==> src/hdl/dlmip_pkg.sv <==
package dlmip_pkg;

    // Item kinds on the input channel
    localparam logic [1:0] KIND_BEGIN = 2'd0;
    localparam logic [1:0] KIND_DESC  = 2'd1;
    localparam logic [1:0] KIND_BYTE  = 2'd2;

    // Attribute numbers
    localparam logic [7:0] ATTR_POS_MTX  = 8'd0;
    localparam logic [7:0] ATTR_TEX7_MTX = 8'd8;
    localparam logic [7:0] ATTR_CLR0     = 8'd11;
    localparam logic [7:0] ATTR_CLR1     = 8'd12;
    localparam logic [7:0] ATTR_TEX7     = 8'd20;
    localparam logic [7:0] ATTR_END      = 8'hFF;

    // Attribute storage types
    localparam logic [1:0] ATYPE_IDX8  = 2'd2;
    localparam logic [1:0] ATYPE_IDX16 = 2'd3;

    // Color component formats
    localparam logic [2:0] COMP_RGB565 = 3'd0;
    localparam logic [2:0] COMP_RGB8   = 3'd1;
    localparam logic [2:0] COMP_RGBX8  = 3'd2;
    localparam logic [2:0] COMP_RGBA4  = 3'd3;
    localparam logic [2:0] COMP_RGBA6  = 3'd4;

    // Bytes whose top five bits are clear are NOPs in command position
    localparam logic [7:0] CMD_MASK = 8'hF8;

    localparam logic [7:0] STRIDE_MAX = 8'hFF;

    typedef struct packed {
        logic       clear;
        logic       load;
        logic [7:0] attribute;
        logic [1:0] attribute_type;
        logic [2:0] component_type;
    } desc_cmd_t;

    typedef struct packed {
        logic [7:0] stride;
        logic [7:0] src_off;
        logic       src_valid;
        logic [7:0] dst_off;
        logic       dst_valid;
    } desc_info_t;

    // Byte size of one attribute in a vertex
    function automatic logic [2:0] attr_size(input logic [7:0] attr,
                                             input logic [1:0] atype,
                                             input logic [2:0] ctype);
        logic [2:0] sz;
        sz = 3'd0;
        if (attr <= ATTR_TEX7_MTX) begin
            sz = 3'd1;
        end else if (attr == ATTR_CLR0 || attr == ATTR_CLR1) begin
            if (atype == ATYPE_IDX16) begin
                sz = 3'd2;
            end else if (atype == ATYPE_IDX8) begin
                sz = 3'd1;
            end else begin
                case (ctype)
                    COMP_RGB565, COMP_RGBA4: sz = 3'd2;
                    COMP_RGB8, COMP_RGBA6:   sz = 3'd3;
                    COMP_RGBX8:              sz = 3'd4;
                    default:                 sz = 3'd0;
                endcase
            end
        end else if (attr <= ATTR_TEX7) begin
            sz = (atype == ATYPE_IDX16) ? 3'd2 : 3'd1;
        end
        return sz;
    endfunction

endpackage

==> src/hdl/dlmip_desc.sv <==
// Vertex layout tracker: stride and matrix index offsets from descriptors.
module dlmip_desc (
    input  logic                   clk,
    input  logic                   rst_n,
    input  dlmip_pkg::desc_cmd_t   cmd,
    output dlmip_pkg::desc_info_t  info
);

    dlmip_pkg::desc_info_t info_reg;
    dlmip_pkg::desc_info_t info_next;
    logic                  done_reg;
    logic                  done_next;
    logic [8:0]            sum;

    always_comb
    begin
        info_next = info_reg;
        done_next = done_reg;
        sum = {1'b0, info_reg.stride}
            + {6'd0, dlmip_pkg::attr_size(cmd.attribute, cmd.attribute_type,
                                          cmd.component_type)};
        if (cmd.clear) begin
            info_next = '0;
            done_next = 1'b0;
        end else if (cmd.load && !done_reg) begin
            if (cmd.attribute == dlmip_pkg::ATTR_END) begin
                done_next = 1'b1;
            end else begin
                if (cmd.attribute == dlmip_pkg::ATTR_POS_MTX) begin
                    info_next.src_off   = info_reg.stride;
                    info_next.src_valid = 1'b1;
                end else if (cmd.attribute <= dlmip_pkg::ATTR_TEX7_MTX) begin
                    info_next.dst_off   = info_reg.stride;
                    info_next.dst_valid = 1'b1;
                end
                // saturate
                info_next.stride = sum[8] ? dlmip_pkg::STRIDE_MAX : sum[7:0];
            end
        end
    end

    always_ff @(posedge clk or negedge rst_n)
    begin
        if (!rst_n) begin
            info_reg <= '0;
            done_reg <= 1'b0;
        end else begin
            info_reg <= info_next;
            done_reg <= done_next;
        end
    end

    assign info = info_reg;

endmodule

==> src/hdl/display_list_matrix_index_patcher.sv <==
// Display list matrix index patcher. Send a begin item, then the object's
// vertex attribute descriptors (attribute 255 ends the list), then the display
// list one byte per transfer. Every display list byte comes back as exactly one
// result transfer; begin and descriptor items give none. Inside the vertex data
// of each draw command the position-matrix index byte is copied over the last
// texture-matrix index byte when patch_enable is set, both offsets exist and
// the texture offset lies after the position offset. Throughput is one item
// per clock while the output is not stalled. Each item passes an input
// register and a result register before it reaches the output. A stalled
// result holds the input register, which then stalls the input. The whole
// per-byte update (phase, counters, compare, select) sits in the logic
// between those two registers. Write patch_enable only while idle.
module display_list_matrix_index_patcher (
    input  logic       clk,
    input  logic       rst_n,
    // configuration
    input  logic       cfg_we,
    input  logic       cfg_wdata,
    // input channel
    input  logic       in_valid,
    output logic       in_stall,
    input  logic [1:0] kind,
    input  logic [7:0] attribute,
    input  logic [1:0] attribute_type,
    input  logic [2:0] component_type,
    input  logic [7:0] data_byte,
    input  logic       is_last,
    // output channel
    output logic       out_valid,
    input  logic       out_stall,
    output logic [7:0] out_byte,
    output logic       out_last,
    output logic       patched
);

    typedef enum logic [1:0] {
        PH_CMD,
        PH_CNT_HI,
        PH_CNT_LO,
        PH_VERTEX
    } phase_t;

    logic       patch_enable_reg;

    // input register
    logic       s1_valid_reg;
    logic [1:0] s1_kind_reg;
    logic [7:0] s1_attr_reg;
    logic [1:0] s1_atype_reg;
    logic [2:0] s1_ctype_reg;
    logic [7:0] s1_data_reg;
    logic       s1_last_reg;

    // parser state
    phase_t      phase_reg, phase_next;
    logic [15:0] vleft_reg, vleft_next;
    logic [7:0]  biv_reg, biv_next;
    logic [7:0]  held_reg, held_next;

    // result register
    logic       out_valid_reg, out_valid_next;
    logic [7:0] out_byte_reg, out_byte_next;
    logic       out_last_reg, out_last_next;
    logic       patched_reg, patched_next;

    logic                  advance;
    logic                  s1_accept;
    logic [8:0]            biv_inc;
    logic [15:0]           vcount;
    dlmip_pkg::desc_cmd_t  desc_cmd;
    dlmip_pkg::desc_info_t desc;

    // Output slot frees when empty or being taken; the input register moves on then.
    assign advance   = !(out_valid_reg && out_stall);
    assign in_stall  = s1_valid_reg && !advance;
    assign s1_accept = in_valid && !in_stall;

    assign desc_cmd.clear          = advance && s1_valid_reg
                                     && s1_kind_reg == dlmip_pkg::KIND_BEGIN;
    assign desc_cmd.load           = advance && s1_valid_reg
                                     && s1_kind_reg == dlmip_pkg::KIND_DESC;
    assign desc_cmd.attribute      = s1_attr_reg;
    assign desc_cmd.attribute_type = s1_atype_reg;
    assign desc_cmd.component_type = s1_ctype_reg;

    dlmip_desc u_desc (
        .clk  (clk),
        .rst_n(rst_n),
        .cmd  (desc_cmd),
        .info (desc)
    );

    always_ff @(posedge clk or negedge rst_n)
    begin
        if (!rst_n)
        begin
            patch_enable_reg <= 1'b0;
        end
        else if (cfg_we)
        begin
            patch_enable_reg <= cfg_wdata;
        end
    end

    always_ff @(posedge clk or negedge rst_n)
    begin
        if (!rst_n)
        begin
            s1_valid_reg <= 1'b0;
        end
        else if (!in_stall)
        begin
            s1_valid_reg <= in_valid;
        end
    end

    always_ff @(posedge clk)
    begin
        if (s1_accept)
        begin
            s1_kind_reg  <= kind;
            s1_attr_reg  <= attribute;
            s1_atype_reg <= attribute_type;
            s1_ctype_reg <= component_type;
            s1_data_reg  <= data_byte;
            s1_last_reg  <= is_last;
        end
    end

    // Per-byte parse and patch
    always_comb
    begin
        phase_next     = phase_reg;
        vleft_next     = vleft_reg;
        biv_next       = biv_reg;
        held_next      = held_reg;
        out_valid_next = out_valid_reg;
        out_byte_next  = out_byte_reg;
        out_last_next  = out_last_reg;
        patched_next   = patched_reg;
        biv_inc        = {1'b0, biv_reg} + 9'd1;
        vcount         = {vleft_reg[15:8], s1_data_reg};

        if (advance)
        begin
            out_valid_next = 1'b0;
            if (s1_valid_reg && s1_kind_reg == dlmip_pkg::KIND_BEGIN)
            begin
                phase_next = PH_CMD;
                vleft_next = '0;
                biv_next   = '0;
                held_next  = '0;
            end
            else if (s1_valid_reg && s1_kind_reg == dlmip_pkg::KIND_BYTE)
            begin
                out_valid_next = 1'b1;
                out_byte_next  = s1_data_reg;
                out_last_next  = s1_last_reg;
                patched_next   = 1'b0;
                case (phase_reg)
                    PH_CMD:
                    begin
                        if ((s1_data_reg & dlmip_pkg::CMD_MASK) != 8'd0)
                        begin
                            phase_next = PH_CNT_HI;
                        end
                    end
                    PH_CNT_HI:
                    begin
                        vleft_next = {s1_data_reg, 8'd0};
                        phase_next = PH_CNT_LO;
                    end
                    PH_CNT_LO:
                    begin
                        vleft_next = vcount;
                        biv_next   = '0;
                        phase_next = (vcount == 16'd0 || desc.stride == 8'd0)
                                     ? PH_CMD : PH_VERTEX;
                    end
                    PH_VERTEX:
                    begin
                        if (desc.src_valid && biv_reg == desc.src_off)
                        begin
                            held_next = s1_data_reg;
                        end
                        if (patch_enable_reg && desc.src_valid && desc.dst_valid
                            && desc.dst_off > desc.src_off && biv_reg == desc.dst_off)
                        begin
                            out_byte_next = held_reg;
                            patched_next  = 1'b1;
                        end
                        if (biv_inc >= {1'b0, desc.stride})
                        begin
                            biv_next   = '0;
                            vleft_next = vleft_reg - 16'd1;
                            if (vleft_reg == 16'd1)
                            begin
                                phase_next = PH_CMD;
                            end
                        end
                        else
                        begin
                            biv_next = biv_inc[7:0];
                        end
                    end
                    default:
                    begin
                        phase_next = PH_CMD;
                    end
                endcase
                // end of list: back to command position
                if (s1_last_reg)
                begin
                    phase_next = PH_CMD;
                    vleft_next = '0;
                    biv_next   = '0;
                end
            end
        end
    end

    always_ff @(posedge clk or negedge rst_n)
    begin
        if (!rst_n)
        begin
            phase_reg     <= PH_CMD;
            vleft_reg     <= '0;
            biv_reg       <= '0;
            held_reg      <= '0;
            out_valid_reg <= 1'b0;
            out_byte_reg  <= '0;
            out_last_reg  <= 1'b0;
            patched_reg   <= 1'b0;
        end
        else
        begin
            phase_reg     <= phase_next;
            vleft_reg     <= vleft_next;
            biv_reg       <= biv_next;
            held_reg      <= held_next;
            out_valid_reg <= out_valid_next;
            out_byte_reg  <= out_byte_next;
            out_last_reg  <= out_last_next;
            patched_reg   <= patched_next;
        end
    end

    assign out_valid = out_valid_reg;
    assign out_byte  = out_byte_reg;
    assign out_last  = out_last_reg;
    assign patched   = patched_reg;

    // Vertex phase is entered only with a nonzero stride; only a begin item clears stride
    a_vertex_stride: assert property (@(posedge clk) disable iff (!rst_n)
        phase_reg == PH_VERTEX |-> desc.stride != 8'd0)
        else $error("vertex phase with zero stride");

    a_biv_range: assert property (@(posedge clk) disable iff (!rst_n)
        phase_reg == PH_VERTEX |-> biv_reg < desc.stride)
        else $error("byte-in-vertex beyond stride");

    a_patch_offsets: assert property (@(posedge clk) disable iff (!rst_n)
        out_valid_reg && patched_reg |-> desc.src_valid && desc.dst_valid)
        else $error("patched byte without both offsets");

    a_patch_value: assert property (@(posedge clk) disable iff (!rst_n)
        out_valid_reg && patched_reg |-> out_byte_reg == held_reg)
        else $error("patched byte differs from held source byte");

endmodule
==> config.mk <==
export PLATFORM = sky130hd
export DESIGN_NAME = display_list_matrix_index_patcher
export DESIGN_NICKNAME = d
export VERILOG_FILES = /design/src/hdl/dlmip_pkg.sv /design/src/hdl/dlmip_desc.sv /design/src/hdl/display_list_matrix_index_patcher.sv
export SDC_FILE = /design/constraint.sdc
export NUM_CORES = 1
export LEC_CHECK = 0
export ABC_AREA = 1
export BUFFER_PORTS_ARGS = -buffer_cell sky130_fd_sc_hd__clkbuf_2
export CAP_MARGIN = 20
export CORE_ASPECT_RATIO = 0.9
export CORE_UTILIZATION = 50
export CTS_CLUSTER_SIZE = 10
export DETAILED_ROUTE_END_ITERATION = 10
export PLACE_DENSITY = 0.66
export SYNTH_ARGS = -nofsm -noshare
export SYNTH_HDL_FRONTEND = slang
export SYNTH_HIERARCHICAL = 1
export SYNTH_SLANG_ARGS = --single-unit
==> constraint.sdc <==
create_clock -name clk -period 3.15 [get_ports clk]
set_input_delay 0.945 -clock clk [delete_from_list [all_inputs] [get_ports clk]]
set_output_delay 0.945 -clock clk [all_outputs]
set_load 0.005 [all_outputs]
Word-level counts from Yosys, hierarchy flattened
Cells that the tools add are included.
{"block": "totals", "register_bits": 98, "in_bits": 30, "output_inout_bits": 12, "word_cells": 148}
{"block": "op_classes", "addsub": 3, "magnitude_cmp": 4, "eq_ne": 23, "mux": 45, "n_bitwise": 2, "n_reduce_logical": 48}
{"cell": "8-bit two-way mux", "n": 11}
{"cell": "26-bit two-way mux", "n": 3}
{"cell": "16-bit two-way mux", "n": 4}
{"cell": "16-bit case mux with 3 select lines", "n": 1}
{"cell": "9-bit two-way mux", "n": 3}
{"cell": "16-bit by 1-bit equality test with 1-bit output, second input constant", "n": 1}
{"cell": "8-bit by 4-bit equality test with 1-bit output, second input constant", "n": 2}
{"cell": "8-bit equality test", "n": 2}
{"cell": "16-bit logical NOT", "n": 1}
{"cell": "8-bit logical NOT", "n": 2}
{"cell": "2-bit two-way mux", "n": 8}
{"cell": "8-bit case mux with 2 select lines", "n": 1}
{"cell": "16-bit by 1-bit subtractor with 16-bit output, second input constant", "n": 1}
{"cell": "3-bit two-way mux", "n": 5}
{"cell": "1-bit logical AND", "n": 14}
{"cell": "2-bit nonzero test", "n": 7}
{"cell": "4-bit != test, second input constant", "n": 3}
{"cell": "4-bit AND reduction", "n": 3}
{"cell": "2-bit equality test, second input constant", "n": 5}
{"cell": "5-bit AND reduction", "n": 2}
{"cell": "8-bit by 1-bit adder with 9-bit output, second input constant", "n": 1}
{"cell": "8-bit by 3-bit adder with 9-bit output", "n": 1}
{"cell": "9-bit by 8-bit greater-or-equal comparator with 1-bit output", "n": 1}
{"cell": "3-bit case mux with 3 select lines", "n": 1}
{"cell": "other kinds (23)", "n": 42}

Logic depth before layout (Yosys ltp)
{"block": "logic_depth", "ltp_word": 12, "mapped_depth": 19, "ltp_nobuf": 17}

Cells and area by module
The synthesis kept the hierarchy.
{"module": "display_list_matrix_index_patcher", "instances": 1, "cells_per_inst": 571, "area_per_inst_um2": 4389.2, "seq_area_each_um2": 1896.8}
{"module": "dlmip_desc", "instances": 1, "cells_per_inst": 222, "area_per_inst_um2": 1629.1, "seq_area_each_um2": 675.6}

Least setup slack after synthesis
OpenSTA, ideal clock, no wires.
{"block": "synth_timing", "kind": "register to register", "startpoint": "register s1_attr_reg[1]", "endpoint": "register u_desc.info_reg, in the netlist u_desc/info[20]", "setup_ns": 0.065, "arrival_time_ns": 2.141, "t_required_ns": 3.085, "setup_slack_ns": 0.944, "stages_incl_launch_ff": 14, "path_buffers": 0, "period_less_slack_ns": 2.206, "cell_sequence": "edfxtp_1 nor2_2 nor2_1 o21ai_0 nand3_1 nand3_1 ha_1 inv_1 fa_1 o21bai_2 nand4_2 o21ai_0 nand2_1 nand2_1"}
{"block": "synth_between", "elab_chain_len": 9, "word_cells_on_any_way": 16, "classes_between": "1 x add/sub; 2 x order compare; 4 x eq/ne; 7 x mux; 2 x reduce/logical"}
{"item": "start, declared", "line_no": "display_list_matrix_index_patcher.sv:48", "rtl": "logic [7:0] s1_attr_reg;"}
{"item": "start signal, assigned", "line_no": "display_list_matrix_index_patcher.sv:122", "rtl": "s1_attr_reg <= attribute;"}
{"item": "8-bit by 5-bit less-or-equal comparator with 1-bit output / 8-bit by 4-bit equality test with 1-bit output (equally long branches)", "line_no": "dlmip_pkg.sv:69, dlmip_pkg.sv:56"}
{"item": "3-bit two-way mux / 1-bit logical OR (equally long branches)", "line_no": "dlmip_pkg.sv:69, dlmip_pkg.sv:56"}
{"item": "3-bit two-way mux", "line_no": "dlmip_pkg.sv:56", "rtl": "end else if (attr == ATTR_CLR0 || attr == ATTR_CLR1) begin"}
{"item": "3-bit two-way mux", "line_no": "dlmip_pkg.sv:54", "rtl": "if (attr <= ATTR_TEX7_MTX) begin"}
{"item": "8-bit by 3-bit adder with 9-bit output", "line_no": "dlmip_desc.sv:20", "rtl": "+ {6'd0, dlmip_pkg::attr_size(cmd.attribute, cmd.attribute_type,"}
{"item": "8-bit two-way mux", "line_no": "dlmip_desc.sv:37", "rtl": "info_next.stride = sum[8] ? dlmip_pkg::STRIDE_MAX : sum[7:0];"}
{"item": "26-bit two-way mux", "line_no": "dlmip_desc.sv:26", "rtl": "if (cmd.attribute == dlmip_pkg::ATTR_END) begin"}
{"item": "26-bit two-way mux", "line_no": "dlmip_desc.sv:25", "rtl": "end else if (cmd.load && !done_reg) begin"}
{"item": "26-bit two-way mux", "line_no": "dlmip_desc.sv:22", "rtl": "if (cmd.clear) begin"}
{"item": "end signal, assigned", "line_no": "dlmip_desc.sv:48", "rtl": "info_reg <= info_next;"}
{"item": "end, declared", "line_no": "dlmip_desc.sv:9", "rtl": "dlmip_pkg::desc_info_t info_reg;"}
Several ways; a longest one is shown, not always the timed one. The select of a mux whose other input is x is not followed.
A chain may end at the register's enable or synchronous reset.

Worst setup path after layout
{"block": "layout_timing", "startpoint": "register s1_attr_reg[1]", "endpoint": "register u_desc.info_reg, in the netlist u_desc/info[19]"}
The elaborated chain is that of the path after synthesis.

==> results.sh <==
export IMPL_area_growth_syn_to_layout_pct=11.0
export IMPL_yosysTopAreaCell="dfrtp_1"
export IMPL_die_h_um=106
export IMPL_track_usage_pct=24.7
export IMPL_setup_tns_ps=0
export IMPL_cts_tree="yes"
export IMPL_rows=37
export IMPL_ant_nets=0
export IMPL_route_detailed_drc=0
export IMPL_synth_seq_area_share_pct=42.7
export IMPL_die_x_um=118
export IMPL_crit_type="register to register"
export IMPL_rsz0062_at_grt="false"
export IMPL_fin_area_um2=6680
export IMPL_synthTopCellsByArea="dfrtp_1, nand2_1, edfxtp_1"
export IMPL_worst_r2r_path_depth=13
export IMPL_clk_pin_slew_worst_paths_ps=70
export IMPL_largest_reg_flops=26
export IMPL_antenna_found_initial=0
export IMPL_synth_cells=793
export IMPL_setup_viol=0
export IMPL_grt_pass1_vias=4974
export IMPL_syn_area_per_cell_um2=7.59
export IMPL_routabilityCongestion=0.888
export IMPL_pin_count=42
export IMPL_startpoint="s1_attr_reg[1]"
export IMPL_maxSlewViolCount=0
export IMPL_drt_iter0_markers=335
export IMPL_p_leak_uw=0.00343
export IMPL_cts_buffers=9
export IMPL_via_per_inst=5.26
export IMPL_h_tree_depth=3
export IMPL_synth_warnings=6
export IMPL_insertion_delay_ps=360
export IMPL_coreArea_um2=11600
export IMPL_routed_wl_um=14200
export IMPL_diodes=0
export IMPL_post_cts_setup_buffers=0
export IMPL_clock_skew_ps=7.92
export IMPL_r2r_end="u_desc/info[19]"
export IMPL_worstMarginPinSlew_ps=615
export IMPL_cp_start_kind="register"
export IMPL_synth_seq_cells=98
export IMPL_synthArstFlopShare_pct=75.5
export IMPL_fin_nets=896
export IMPL_synthFlopType="dfrtp_1"
export IMPL_vdd_ir_drop_worst_uv=407
export IMPL_wl_per_cell_um=14.2
export IMPL_place_hpwl_um=10900
export IMPL_fill_cells=1083
export IMPL_synth_edf_count=24
export IMPL_cts_buffer_depth=2
export IMPL_dr_pass1_iters=5
export IMPL_timing_rr_start="s1_attr_reg[1]"
export IMPL_grt_overflow=0
export IMPL_dieArea_um2=12500
export IMPL_yosys_area_top_type_share_pct=30.8
export IMPL_ctsResizeCount=0
export IMPL_synth_nets=850
export IMPL_postCtsHoldBufs=0
export IMPL_arrival_ps=2770
export IMPL_yosysUniqueCellTypes=43
export IMPL_end_kind="register"
export IMPL_dpl_cell_area_um2=6400
export IMPL_layout_commonest_cell="nand2_1"
export IMPL_holdPathStages=2
export IMPL_period_minus_slack_ps=2510
export IMPL_num_vias=5261
export IMPL_grt_max_degree=41
export IMPL_final_cell_mix="nand2_1, inv_1, dfrtp_1, nor2_1, nand3_1"
export IMPL_power_density_nw_per_um2=530
export IMPL_fmax_mhz=399
export IMPL_status="complete, no violations"
export IMPL_port_buffers=41
export IMPL_clock_sinks=98
export IMPL_rrSetupSlack_ps=640
export IMPL_synthesis_area_um2=6020
export IMPL_min_period_over_period_pct=79.6
export IMPL_critPathRequiredTime_ps=3410
export IMPL_root_buffer="clkbuf_16"
export IMPL_initial_core_util_pct=52.0
export IMPL_maxSlewHeadroom_pct=59.0
export IMPL_path_max_fanout=6
export IMPL_crit_end="u_desc/info[19]"
export IMPL_hold_viol=0
export IMPL_grt_pass1_wl_um=24300
export IMPL_hold_class="register to register"
export IMPL_drive_gt1_share_pct=13.0
export IMPL_max_cap_viol_count=0
==> critical path, stage by stage (launching register included) <==
cell	delay [ps]
edfxtp_1	420
nor2_2	190
nor2_1	60
o21ai_0	220
nand3_1	100
nand3_1	90
ha_1	170
inv_1	60
fa_1	410
o21bai_2	260
nand4_2	200
nand2_1	100
nand2_1	50
o21ai_0	90
==> worst min path at each step <==
| stage | from | to | slack [ps] |
|---|---|---|---|
| final | held_reg[1] | held_reg[1] | 480 |
| after global routing | out_byte[1] | out_byte[1] | 500 |
| after CTS | held_reg[2] | held_reg[2] | 480 |
| after detailed placement | held_reg[2] | held_reg[2] | 460 |
| after global placement | held_reg[4] | held_reg[4] | 460 |
| after floorplan | held_reg[2] | held_reg[2] | 440 |
==> synthesized netlist by cell type, types with 2 or more instances <==
library cell	number
buf_4	4
nand2_4	6
buf_1	2
nor3_1	2
nand4_1	25
ha_1	26
nand3_2	5
a21oi_1	17
nand3b_1	10
xor2_1	10
xnor2_1	3
o21ai_1	4
o21bai_1	4
buf_6	2
nor2_1	71
nand2_2	6
nand2_1	274
inv_2	4
nand3_1	64
clkbuf_1	5
o21ai_0	26
nor2_4	3
inv_1	90
clkinv_1	2
dfrtp_1	74
edfxtp_1	24
nor2_2	11
a21oi_2	2
nor4_1	2
o21ai_2	2
==> logic make-up after synthesis <==
group                      after synthesis  synth area share [%]
buffers and inverters                  110                  7.38
muxes                                    1                 0.187
AOI/OAI and AO/OA                       61                  5.78
xor gates and xnor gates                13                  1.89
DFF                                     98                  42.7
adders and majority gates               27                  5.74
and+or+nand+nor                        483                  36.3
==> through the flow <==
| step | setup WS [ps] | instances | util, % | hold slack (ps) | total power [uW] |
|---|---|---|---|---|---|
| floorplan | 944 | 793 | - | 441 | 2230 |
| global placement | 735 | 984 | 55.3 | 458 | 2450 |
| detailed placement | 651 | 984 | 55.3 | 459 | 2490 |
| CTS | 635 | 1000 | 57.7 | 478 | 3570 |
| global route | 364 | 1000 | 57.7 | 498 | 3780 |
| finish | 642 | 1000 | 57.7 | 481 | 3540 |
==> power by group <==
part / switching [uW] / internal, uW
clock network: 519 / 551
logic: 578 / 314
registers: 134 / 1440
total: 1230 / 2310
==> metal layers <==
| metal | part of all wire [%] | GRT usage, % | up-vias |
|---|---|---|---|
| li1 | - | - | 2637 |
| met1 | 47 | 34.1 | 2483 |
| met2 | 46 | 39.4 | 123 |
| met3 | 5.2 | 4.40 | 18 |
| met4 | 1.6 | 7.88 | 0 |
| met5 | 0 | 0 | - |
==> area by class of cell <==
class	count	area (um2)	area share [%]
Sequential cell	98	2570	38.5
Multi-Input combinational cell	585	3000	44.9
Clock buffer	9	225	3.37
Timing Repair Buffer	49	268	4.01
Clock inverter	7	58.8	0.880
Inverter	96	360	5.39
Tap cell	156	195	2.92
Note: power is estimated with default switching activity, not from simulation.
